$ cat src/rtl/rrn_pkg.sv
// ----------------------------------------------------------------------------
// rrn_pkg : shared constants for the running range normaliser
// Default parameter values and fixed field widths.
// ----------------------------------------------------------------------------
package rrn_pkg;

	localparam int NUM_CHANNELS_DEF = 8;
	localparam int SAMPLE_BITS_DEF  = 18;

	localparam int CHANNEL_W  = 3;
	localparam int SAMPLE_W   = 18;
	localparam int FRAC_BITS  = 16;
	localparam int FRACTION_W = FRAC_BITS + 1;

endpackage

$ cat src/rtl/running_range_normalizer_unit.sv
// ----------------------------------------------------------------------------
// running_range_normalizer_unit : per-channel min/max tracking and Q1.16 scaling
// Steps: 1 store update, 17 restoring-divider steps, 1 output load; a zero range
//   or bad channel skips the divider steps.
// Beats: accepted only in idle, after the last result is loaded; the next beat is taken
//   while a result waits, and the output load stalls until that result is taken.
// Reset: asynchronous, clears control state; lowest to all ones, highest to zero.
// ----------------------------------------------------------------------------
module running_range_normalizer_unit #(
	parameter int NUM_CHANNELS = rrn_pkg::NUM_CHANNELS_DEF,
	parameter int SAMPLE_BITS  = rrn_pkg::SAMPLE_BITS_DEF
) (
	input  logic                            clk,
	input  logic                            arst_n,
	input  logic                            in_valid,
	output logic                            in_ready,
	input  logic [rrn_pkg::CHANNEL_W-1:0]   channel,
	input  logic [rrn_pkg::SAMPLE_W-1:0]    sample,
	output logic                            out_valid,
	input  logic                            out_ready,
	output logic [rrn_pkg::FRACTION_W-1:0]  fraction,
	output logic                            range_empty
);
	import rrn_pkg::*;

	localparam int IDXW  = (NUM_CHANNELS > 1) ? $clog2(NUM_CHANNELS) : 1;
	localparam int CEXTW = IDXW + CHANNEL_W;
	localparam int STEPS = FRAC_BITS + 1;
	localparam int CNTW  = $clog2(STEPS);

	localparam logic [1:0] ST_IDLE = 2'd0;
	localparam logic [1:0] ST_LOAD = 2'd1;
	localparam logic [1:0] ST_DIV  = 2'd2;
	localparam logic [1:0] ST_PUT  = 2'd3;

	logic [1:0]             state_q;
	logic [CHANNEL_W-1:0]   ch_q;
	logic [SAMPLE_BITS-1:0] samp_q;
	logic [SAMPLE_BITS-1:0] lowest_q  [NUM_CHANNELS];
	logic [SAMPLE_BITS-1:0] highest_q [NUM_CHANNELS];
	logic [SAMPLE_BITS:0]   rem_q;
	logic [SAMPLE_BITS-1:0] span_q;
	logic [FRACTION_W-1:0]  quot_q;
	logic [CNTW-1:0]        cnt_q;
	logic                   empty_q;
	logic                   out_valid_q;
	logic [FRACTION_W-1:0]  fraction_q;
	logic                   range_empty_q;

	logic [SAMPLE_W+SAMPLE_BITS-1:0] samp_ext;
	logic [CEXTW-1:0]                ch_ext;
	logic [IDXW-1:0]                 idx;
	logic                            ch_ok;
	logic [SAMPLE_BITS-1:0]          lo_n, hi_n;
	logic [SAMPLE_BITS:0]            trial, rem_n;
	logic                            ge;
	logic                            load_out;

	assign samp_ext = {{SAMPLE_BITS{1'b0}}, sample};
	assign ch_ext   = {{IDXW{1'b0}}, ch_q};
	assign idx      = ch_ext[IDXW-1:0];
	assign ch_ok    = ch_ext < CEXTW'(NUM_CHANNELS);

	always_comb begin
		lo_n = lowest_q[idx];
		hi_n = highest_q[idx];
		if (samp_q < lo_n) begin
			lo_n = samp_q;
		end
		if (samp_q > hi_n) begin
			hi_n = samp_q;
		end
	end

	// shared subtract/compare, one quotient bit a step
	always_comb begin
		if (cnt_q == '0) begin
			trial = rem_q;
		end else begin
			trial = {rem_q[SAMPLE_BITS-1:0], 1'b0};
		end
		ge    = trial >= {1'b0, span_q};
		rem_n = ge ? trial - {1'b0, span_q} : trial;
	end

	assign in_ready = (state_q == ST_IDLE);
	assign load_out = (state_q == ST_PUT) && (!out_valid_q || out_ready);

	always_ff @(posedge clk or negedge arst_n) begin
		if (!arst_n) begin
			state_q <= ST_IDLE;
			cnt_q   <= '0;
			for (int i = 0; i < NUM_CHANNELS; i++) begin
				lowest_q[i]  <= '1;
				highest_q[i] <= '0;
			end
		end else begin
			case (state_q)
				ST_IDLE: begin
					if (in_valid) begin
						state_q <= ST_LOAD;
					end
				end
				ST_LOAD: begin
					cnt_q <= '0;
					if (ch_ok) begin
						lowest_q[idx]  <= lo_n;
						highest_q[idx] <= hi_n;
					end
					if (!ch_ok || hi_n <= lo_n) begin
						state_q <= ST_PUT;
					end else begin
						state_q <= ST_DIV;
					end
				end
				ST_DIV: begin
					cnt_q <= cnt_q + CNTW'(1);
					if (cnt_q == CNTW'(STEPS - 1)) begin
						state_q <= ST_PUT;
					end
				end
				ST_PUT: begin
					if (load_out) begin
						state_q <= ST_IDLE;
					end
				end
				default: begin
					state_q <= ST_IDLE;
				end
			endcase
		end
	end

	always_ff @(posedge clk) begin
		if (in_valid && in_ready) begin
			ch_q   <= channel;
			samp_q <= samp_ext[SAMPLE_BITS-1:0];
		end
		if (state_q == ST_LOAD) begin
			empty_q <= !ch_ok || (hi_n <= lo_n);
			rem_q   <= {1'b0, samp_q - lo_n};
			span_q  <= hi_n - lo_n;
			quot_q  <= '0;
		end
		if (state_q == ST_DIV) begin
			rem_q  <= rem_n;
			quot_q <= {quot_q[FRACTION_W-2:0], ge};
		end
		if (load_out) begin
			fraction_q    <= empty_q ? '0 : quot_q;
			range_empty_q <= empty_q;
		end
	end

	always_ff @(posedge clk or negedge arst_n) begin
		if (!arst_n) begin
			out_valid_q <= 1'b0;
		end else if (load_out) begin
			out_valid_q <= 1'b1;
		end else if (out_ready) begin
			out_valid_q <= 1'b0;
		end
	end

	assign out_valid   = out_valid_q;
	assign fraction    = fraction_q;
	assign range_empty = range_empty_q;

endmodule
$ cat config.mk
export PLATFORM = sky130hd
export DESIGN_NAME = running_range_normalizer_unit
export DESIGN_NICKNAME = d
export VERILOG_FILES = /design/src/rtl/rrn_pkg.sv /design/src/rtl/running_range_normalizer_unit.sv
export SDC_FILE = /design/constraint.sdc
export NUM_CORES = 1
export LEC_CHECK = 0
export ABC_AREA = 1
export BUFFER_PORTS_ARGS = -buffer_cell sky130_fd_sc_hd__buf_2
export CORE_UTILIZATION = 65
export DETAILED_ROUTE_END_ITERATION = 7
export MAX_ROUTING_LAYER = met4
export PLACE_DENSITY = 0.82
export SLEW_MARGIN = 25
export SYNTH_ARGS = -nofsm -noshare
export SYNTH_HDL_FRONTEND = slang
export SYNTH_SLANG_ARGS = --single-unit
$ cat constraint.sdc
create_clock -name clk -period 8.98 [get_ports clk]
set_input_delay 2.694 -clock clk [delete_from_list [all_inputs] [get_ports clk]]
set_output_delay 2.694 -clock clk [all_outputs]
set_load 0.03 [all_outputs]
==> reports/results.tsv, run 1 <==
stage	metric	value	unit
synthesis	Synth Register Bits	390	
route	routed length per instance	20.53	um
route	Via Count	18640	
synthesis	post-synthesis async set-or-reset flop share	75.90	%
placed_design	dpl hpwl	38.98	mm
clock_tree	H-tree levels	2	
worst_setup_path	critical path type	reg -> reg	
final_layout	layout net count	2633	
worst_setup_path	CP peak stage delay	650	ps
flow_run	count of maximum capacitance violations	0	
worst_setup_path	CP max-delay cell	buf_4	
clock_tree	Clk Latency, worst-skew pair	560	ps
worst_setup_path	worst path arrival time	7320	ps
timing	Setup TNS	0	ps
final_layout	register area	0.01041	mm2
timing	unrepaired setup endpoints after global routing	no	
worst_setup_path	Crit Path Max Fanout	71	
floorplanning	die area	0.03344	mm2
route	1st-iter DRT viols	2051	
worst_setup_path	Setup crit end kind	register	
global_route	largest net degree at the start of global routing	168	
clock_tree	Max Buffers Root-to-Sink	3	
synthesis	Seq/Total Area, Yosys	48.96	%
synthesis	Synth Net Count	2646	
route	metal3 WL	5.953	mm
route	final wirelength	61.18	mm
placed_design	Port Buffer Count	44	
synthesis	Post-Synth Simple-Gate Area	21.65	%
worst_setup_path	Critical Path Source Type	register	
timing	fin. max-slew vios	0	
timing	crit path time final	7039	ps
route	Met1 Routed Length	24.11	mm
clock_tree	CTS Sinks	390	
route	ANT nets after route	0	
timing	Hold Violations, Final	0	
synthesis	Compound-Gate Fraction of Synth Area	16.63	%
synthesis	largest family of logic cells by synthesized area	simple AND/OR/NAND/NOR gates	
worst_setup_path	cells along the critical path	buf_4 -> nand2_2 -> inv_1 -> buf_4 -> o2bb2ai_1 -> a211oi_1 -> ha_1 -> nand2_1 -> o21ai_0 -> nand2_1 -> a21oi_1 -> nor2_1 -> nand2_4 -> nand2_1 -> o21ai_2 -> inv_1 -> ha_1 -> fa_1 -> o21ai_0 -> a21boi_0 -> o21bai_1 -> a21oi_1 -> o21ai_0 -> xor2_1	
final_layout	area of the multi-input gates	0.009662	mm2
timing	Worst Skew	18.01	ps
final_layout	fin util	72.70	%
synthesis	Adder-Cell Fraction of Synth Area	5.815	%
synthesis	predominant post-synthesis flop cell	dfrtp_1	
global_route	vias in the first global route	18120	
clock_tree	CTS Hold Bufs	0	
placed_design	GPL Wtd Cong	0.9672	
route	drc violations	0	
clock_tree	number of buffers created by CTS	42	
synthesis	Synth cell types	52	
clock_tree	root buffer selected by CTS	clkbuf_16	
timing	slew margin rel.	31.92	%
floorplanning	die extent in x	182.9	um
synthesis	mapped cell area	0.02126	mm2
timing	# setup viols final	0	
timing	fin crit share	78.39	%
synthesis	Post-synth EDFFs	94	
floorplanning	core area	0.03188	mm2
worst_setup_path	Worst EP required	9270	ps
synthesis	Post-Syn Instances	2524	
timing	worst-margin pin slew	1020	ps
hold_path	Hold Crit Class	reg -> reg	
synthesis	post-synthesis xor/xnor area fraction	1.359	%
clock_tree	Worst-path clk slew	60	ps
global_route	Remaining Overflow, GRT	0	
global_route	first-pass GRT wire length	96.49	mm
global_route	initial antenna violation count	1	
floorplanning	num rows	65	
final_layout	Filler cells	2415	
route	First-pass DRT Iterations	7	
global_route	GRT Total Usage	38.20	%
status	outcome	finished, final reports clean	
synthesis	YS warnings	0	
final_layout	area delta synth->final	9.010	%
clock_tree	TritonCTS clock tree	yes	
synthesis	post-synthesis mux area share	0	%
floorplanning	# IOs	45	
final_layout	share of cells above drive strength 1	14.70	%
floorplanning	Starting Density	66.69	%
synthesis	synthesized area per cell	8.423	um2
clock_tree	Post-CTS Setup Bufs	0	
floorplanning	Die Y	182.9	um
clock_tree	Gates resized, CTS repair	0	
route	Max Used Layer	met4	
route	vias per cell	6.256	
timing	fmax	0.1421	GHz
route	met2 WL post-DR	28.93	mm
==> layer usage <==
layer / vias to the layer above / track usage [%]
met1: 8961 / 49.00
met2: 1035 / 60.29
met4: 0 / 15.53
li1: 8453 / -
met5: - / -
met3: 193 / 7.010
==> final cells by class <==
cell class                      count  area share, %
Clock buffer                       60          5.318
Tap cell                          435          2.348
Timing Repair Buffer               71          2.197
Clock inverter                     17         0.7234
Inverter                          171          2.797
Multi-Input combinational cell   1835          41.69
Antenna cell                        1        0.01080
Sequential cell                   390          44.92
==> logic make-up after synthesis <==
kind of cell | after synthesis
DFF | 390
buffers and inverters | 299
AOI/OAI and AO/OA | 586
and+or+nand+nor | 1119
xor gates and xnor gates | 33
adders and majority gates | 97
==> cell usage in the layout (no fill, tap or decap), types with 5 or more instances in the layout <==
cell,Yosys,layout
a211oi_1,16,16
a211oi_2,16,16
a21boi_0,5,5
a21o_1,7,7
a21oi_1,75,75
a31oi_1,6,6
buf_2,23,43
buf_4,2,22
clkbuf_1,94,10
clkbuf_16,0,45
clkbuf_8,0,5
clkinv_2,0,11
dfrtp_1,152,152
dfstp_2,144,144
edfxtp_1,94,94
ha_1,94,94
inv_1,167,158
inv_2,3,8
nand2_1,683,683
nand2_2,7,7
nand3_1,186,186
nand4_1,9,9
nor2_1,186,186
nor3_1,9,9
nor4_1,6,6
o21a_1,18,18
o21ai_0,331,331
o21ai_1,13,13
o21ai_2,21,21
o21ai_4,12,12
o21bai_1,8,8
o22ai_1,35,35
o2bb2ai_1,14,14
or2_2,18,18
xnor2_1,14,14
xor2_1,19,19
==> flip-flops by register name (all words and copies together) (netlist names) <==
signal / cells
highest_q: 144
out_valid: 1
span_q: 18
quot_q: 17
rem_q: 19
state_q: 2
samp_q: 18
range_empty: 1
fraction: 17
ch_q: 3
cnt_q: 5
lowest_q: 144
empty_q: 1
==> synth_stat cells (21+ instances only) <==
cell type | instances | area share [%]
dfrtp_1 | 152 | 18
o21ai_2 | 21 | 0.87
nor2_1 | 186 | 3.3
dfstp_2 | 144 | 18
a21oi_1 | 75 | 1.8
edfxtp_1 | 94 | 13
o21ai_0 | 331 | 7.8
nand3_1 | 186 | 4.4
ha_1 | 94 | 5.5
o22ai_1 | 35 | 1.0
clkbuf_1 | 94 | 1.7
inv_1 | 167 | 2.9
nand2_1 | 683 | 12
buf_2 | 23 | 0.54
==> final timing paths <==
check / start / endpoint / slack (ps) / cells after the start
setup / recovery: ch_q[0]$_DFFE_PP_ / span_q[14]$_DFFE_PP_ / 1940 / 24
hold / removal: lowest_q[21]$_DFFE_PN1P_ / lowest_q[21]$_DFFE_PN1P_ / 470 / 2
hold reg to reg: lowest_q[21]$_DFFE_PN1P_ / lowest_q[21]$_DFFE_PN1P_ / 470 / 2
min in group asynchronous: arst_n / cnt_q[0]$_DFFE_PN0P_ / 2010 / 1
max in group asynchronous: arst_n / highest_q[106]$_DFFE_PN0P_ / 5320 / 4
setup reg to reg: ch_q[0]$_DFFE_PP_ / span_q[14]$_DFFE_PP_ / 1940 / 24
==> metrics by stage <==
step	cells	area [um2]	hold WS [ps]	setup slack, ps
2_1_floorplan	2524	21260	424.4	4293
3_3_place_gp	2899	21680	457.5	2374
3_5_place_dp	2899	21680	461.6	2163
4_1_cts	2976	23080	474.2	2165
5_1_grt	2980	23180	486.6	1400
6_report	2980	23180	473.8	1941
==> worst max-delay path: cells and delay by family, from the launching register on <==
| family | cells | cell delay [ps] |
|---|---|---|
| AO/OA/AOI/OAI | 10 | 2270 |
| flip-flops | 1 | 380 |
| AND/OR/NAND/NOR | 6 | 1100 |
| XOR/XNOR | 1 | 100 |
| buffers and inverters | 4 | 1790 |
| adder cells (fa/ha/maj) | 3 | 1100 |
Power of run 1 is not shown: default switching activity piles up to over one toggle a cycle in this logic, so the estimate is an artifact.
==> inputs of run 2 (changes only) <==
--- a/config.mk
+++ b/config.mk
@@ -7,10 +7,10 @@
 export LEC_CHECK = 0
 export ABC_AREA = 1
 export BUFFER_PORTS_ARGS = -buffer_cell sky130_fd_sc_hd__buf_2
-export CORE_UTILIZATION = 65
+export CORE_UTILIZATION = 57
 export DETAILED_ROUTE_END_ITERATION = 7
 export MAX_ROUTING_LAYER = met4
-export PLACE_DENSITY = 0.82
+export PLACE_DENSITY = 0.76
 export SLEW_MARGIN = 25
 export SYNTH_ARGS = -nofsm -noshare
 export SYNTH_HDL_FRONTEND = slang
==> constraint.sdc (replaced) <==
create_clock -name clk -period 5.66 [get_ports clk]
set_input_delay 1.698 -clock clk [delete_from_list [all_inputs] [get_ports clk]]
set_output_delay 1.698 -clock clk [all_outputs]
set_load 0.03 [all_outputs]
==> reports/results.tsv, run 2 (synthesis gave the netlist of run 1 again) <==
stage	metric	value	unit	change
clock_tree	H-tree levels	2		unchanged
placed_design	dpl hpwl	40.64	mm	was 38.98 mm
final_layout	commonest cells after routing, fill and taps aside	683 x nand2_1, 328 x o21ai_0, 186 x nor2_1, 186 x nand3_1, 158 x inv_1		was 683 x nand2_1, 331 x o21ai_0, 186 x nor2_1, 186 x nand3_1, 158 x inv_1
placed_design	GPL Wtd Cong	0.9546		was 0.9672
timing	slew margin rel.	40.63	%	was 31.92%
final_layout	largest registers	highest_q: 144 flops, lowest_q: 144 flops, rem_q: 19 flops		unchanged
global_route	Remaining Overflow, GRT	0		unchanged
timing	# setup viols final	0		unchanged
timing	worst-margin pin slew	889.5	ps	was 1020 ps
route	1st-iter DRT viols	1990		was 2051
final_layout	most common cell after layout, fill and taps aside	nand2_1		unchanged
route	final wirelength	61.70	mm	was 61.18 mm
route	routed length per instance	20.15	um	was 20.53 um
worst_setup_path	worst path arrival time	5640	ps	was 7320 ps
timing	fmax	0.1879	GHz	was 0.1421 GHz
clock_tree	root buffer selected by CTS	clkbuf_16		unchanged
global_route	first-pass GRT wire length	97.57	mm	was 96.49 mm
clock_tree	CTS Sinks	390		unchanged
worst_setup_path	CP max-delay cell	edfxtp_1		was buf_4
floorplanning	Die Y	195.1	um	was 182.9 um
final_layout	area delta synth->final	10.79	%	was 9.010%
route	ANT nets after route	0		unchanged
route	Via Count	18440		was 18640
global_route	largest net degree at the start of global routing	128		was 168
timing	crit path time final	5322	ps	was 7039 ps
floorplanning	core area	0.03670	mm2	was 0.03188 mm2
route	vias per cell	6.021		was 6.256
floorplanning	die extent in x	195.1	um	was 182.9 um
worst_setup_path	Setup crit end kind	register		unchanged
worst_setup_path	cells along the critical path	buf_4 -> nand2_2 -> inv_1 -> buf_4 -> o2bb2ai_1 -> a211oi_1 -> ha_1 -> a21oi_1 -> o21ai_0 -> nand2_1 -> o211ai_1 -> nor2_1 -> nand2_8 -> o21ai_2 -> inv_1 -> ha_1 -> fa_1 -> o21ai_0 -> a21boi_0 -> o21bai_2 -> a21oi_1 -> o21ai_0 -> xor2_1		was buf_4 -> nand2_2 -> inv_1 -> buf_4 -> o2bb2ai_1 -> a211oi_1 -> ha_1 -> nand2_1 -> o21ai_0 -> nand2_1 -> a21oi_1 -> nor2_1 -> nand2_4 -> nand2_1 -> o21ai_2 -> inv_1 -> ha_1 -> fa_1 -> o21ai_0 -> a21boi_0 -> o21bai_1 -> a21oi_1 -> o21ai_0 -> xor2_1
clock_tree	Clk Latency, worst-skew pair	590	ps	was 560 ps
floorplanning	num rows	70		was 65
worst_setup_path	Crit Path Max Fanout	16		was 71
timing	fin crit share	94.03	%	was 78.39%
floorplanning	# IOs	45		unchanged
worst_setup_path	CP peak stage delay	450	ps	was 650 ps
flow_run	count of maximum capacitance violations	0		unchanged
clock_tree	Post-CTS Setup Bufs	0		unchanged
worst_setup_path	Worst EP required	5970	ps	was 9270 ps
route	drc violations	0		unchanged
timing	Hold Violations, Final	0		unchanged
hold_path	Hold Crit Class	reg -> reg		unchanged
timing	Setup TNS	0	ps	unchanged
worst_setup_path	CP most frequent cell	o21ai_0		
placed_design	Port Buffer Count	44		unchanged
floorplanning	Starting Density	57.93	%	was 66.69%
clock_tree	Max Buffers Root-to-Sink	3		unchanged
timing	fin. max-slew vios	0		unchanged
worst_setup_path	critical path type	reg -> reg		unchanged
worst_setup_path	Critical Path Source Type	register		unchanged
final_layout	layout net count	2681		was 2633
status	outcome	finished, final reports clean		unchanged
global_route	GRT Total Usage	33.77	%	was 38.20%
route	First-pass DRT Iterations	6		was 7
clock_tree	number of buffers created by CTS	42		unchanged
global_route	vias in the first global route	17950		was 18120
timing	unrepaired setup endpoints after global routing	no		unchanged
clock_tree	TritonCTS clock tree	yes		unchanged
floorplanning	die area	0.03808	mm2	was 0.03344 mm2
global_route	initial antenna violation count	0		was 1
timing	Worst Skew	23.70	ps	was 18.01 ps
final_layout	share of cells above drive strength 1	16.35	%	was 14.70%
clock_tree	Worst-path clk slew	60	ps	about the same
clock_tree	CTS Hold Bufs	0		unchanged
-- run 2: layout make-up --
| type | instances | area, um2 |
|---|---|---|
| fillers | 3010 | 13140 |
| flip-flops and latches | 390 | 10410 |
| multi-input cells | 1835 | 9712 |
| clock buffers | 58 | 1172 |
| repair buffers | 119 | 855.8 |
| inverters | 171 | 644.4 |
| well taps | 468 | 585.6 |
| clock inverters | 20 | 172.7 |
| diodes | 1 | 2.502 |
-- run 2: worst max-delay path, delay by kind of cell (launching register included) --
family          cells  cell delay [ps]
compound gates     11             2170
fa+ha+maj           3             1000
simple gates        4              700
buf+inv             4              640
flops               1              450
xor+xnor            1               90
-- run 2: per-stage QoR --
| stage | std cells | setup slack (ps) | util (%) | hold WS (ps) | cell area (um2) |
|---|---|---|---|---|---|
| after floorplan | 2524 | 972.7 | - | 424.4 | 21260 |
| after global placement | 2983 | 300.0 | 60.38 | 457.6 | 22160 |
| after detailed placement | 2983 | 227.3 | 60.38 | 461.1 | 22160 |
| after CTS | 3061 | 213.8 | 64.04 | 477.4 | 23500 |
| after global routing | 3061 | 6.702 | 64.18 | 488.0 | 23550 |
| final | 3062 | 337.8 | 64.19 | 474.2 | 23560 |
-- run 2: worst paths after layout --
kind / depth (start not counted) / from / slack [ps] / end
max in group asynchronous: 2 / arst_n / 3440 / lowest_q[105]$_DFFE_PN1P_
max: 23 / ch_q[0]$_DFFE_PP_ / 340 / span_q[14]$_DFFE_PP_
min reg2reg: 2 / highest_q[52]$_DFFE_PN0P_ / 470 / highest_q[52]$_DFFE_PN0P_
min: 2 / highest_q[52]$_DFFE_PN0P_ / 470 / highest_q[52]$_DFFE_PN0P_
min in group asynchronous: 1 / arst_n / 1110 / highest_q[91]$_DFFE_PN0P_
max reg2reg: 23 / ch_q[0]$_DFFE_PP_ / 340 / span_q[14]$_DFFE_PP_
-- run 2: metal layers --
layer / share of wire, % / routed length (um) / global-route usage, % / vias to the layer above
li1: - / - / - / 8562
met1: 41 / 25450 / 44.26 / 8780
met2: 45 / 27990 / 52.57 / 908
met3: 9.3 / 5761 / 5.751 / 187
met4: 4.0 / 2490 / 13.12 / 0
met5: 0 / 0 / - / -
-- run 2: what timing repair did --
| item | in CTS | in global routing |
|---|---|---|
| setup endpoints to repair | 0 | 17 |
| gates resized for setup | 0 | 13 |
| hold endpoints to repair | 0 | 0 |
Power of run 2 is left out for the same reason.
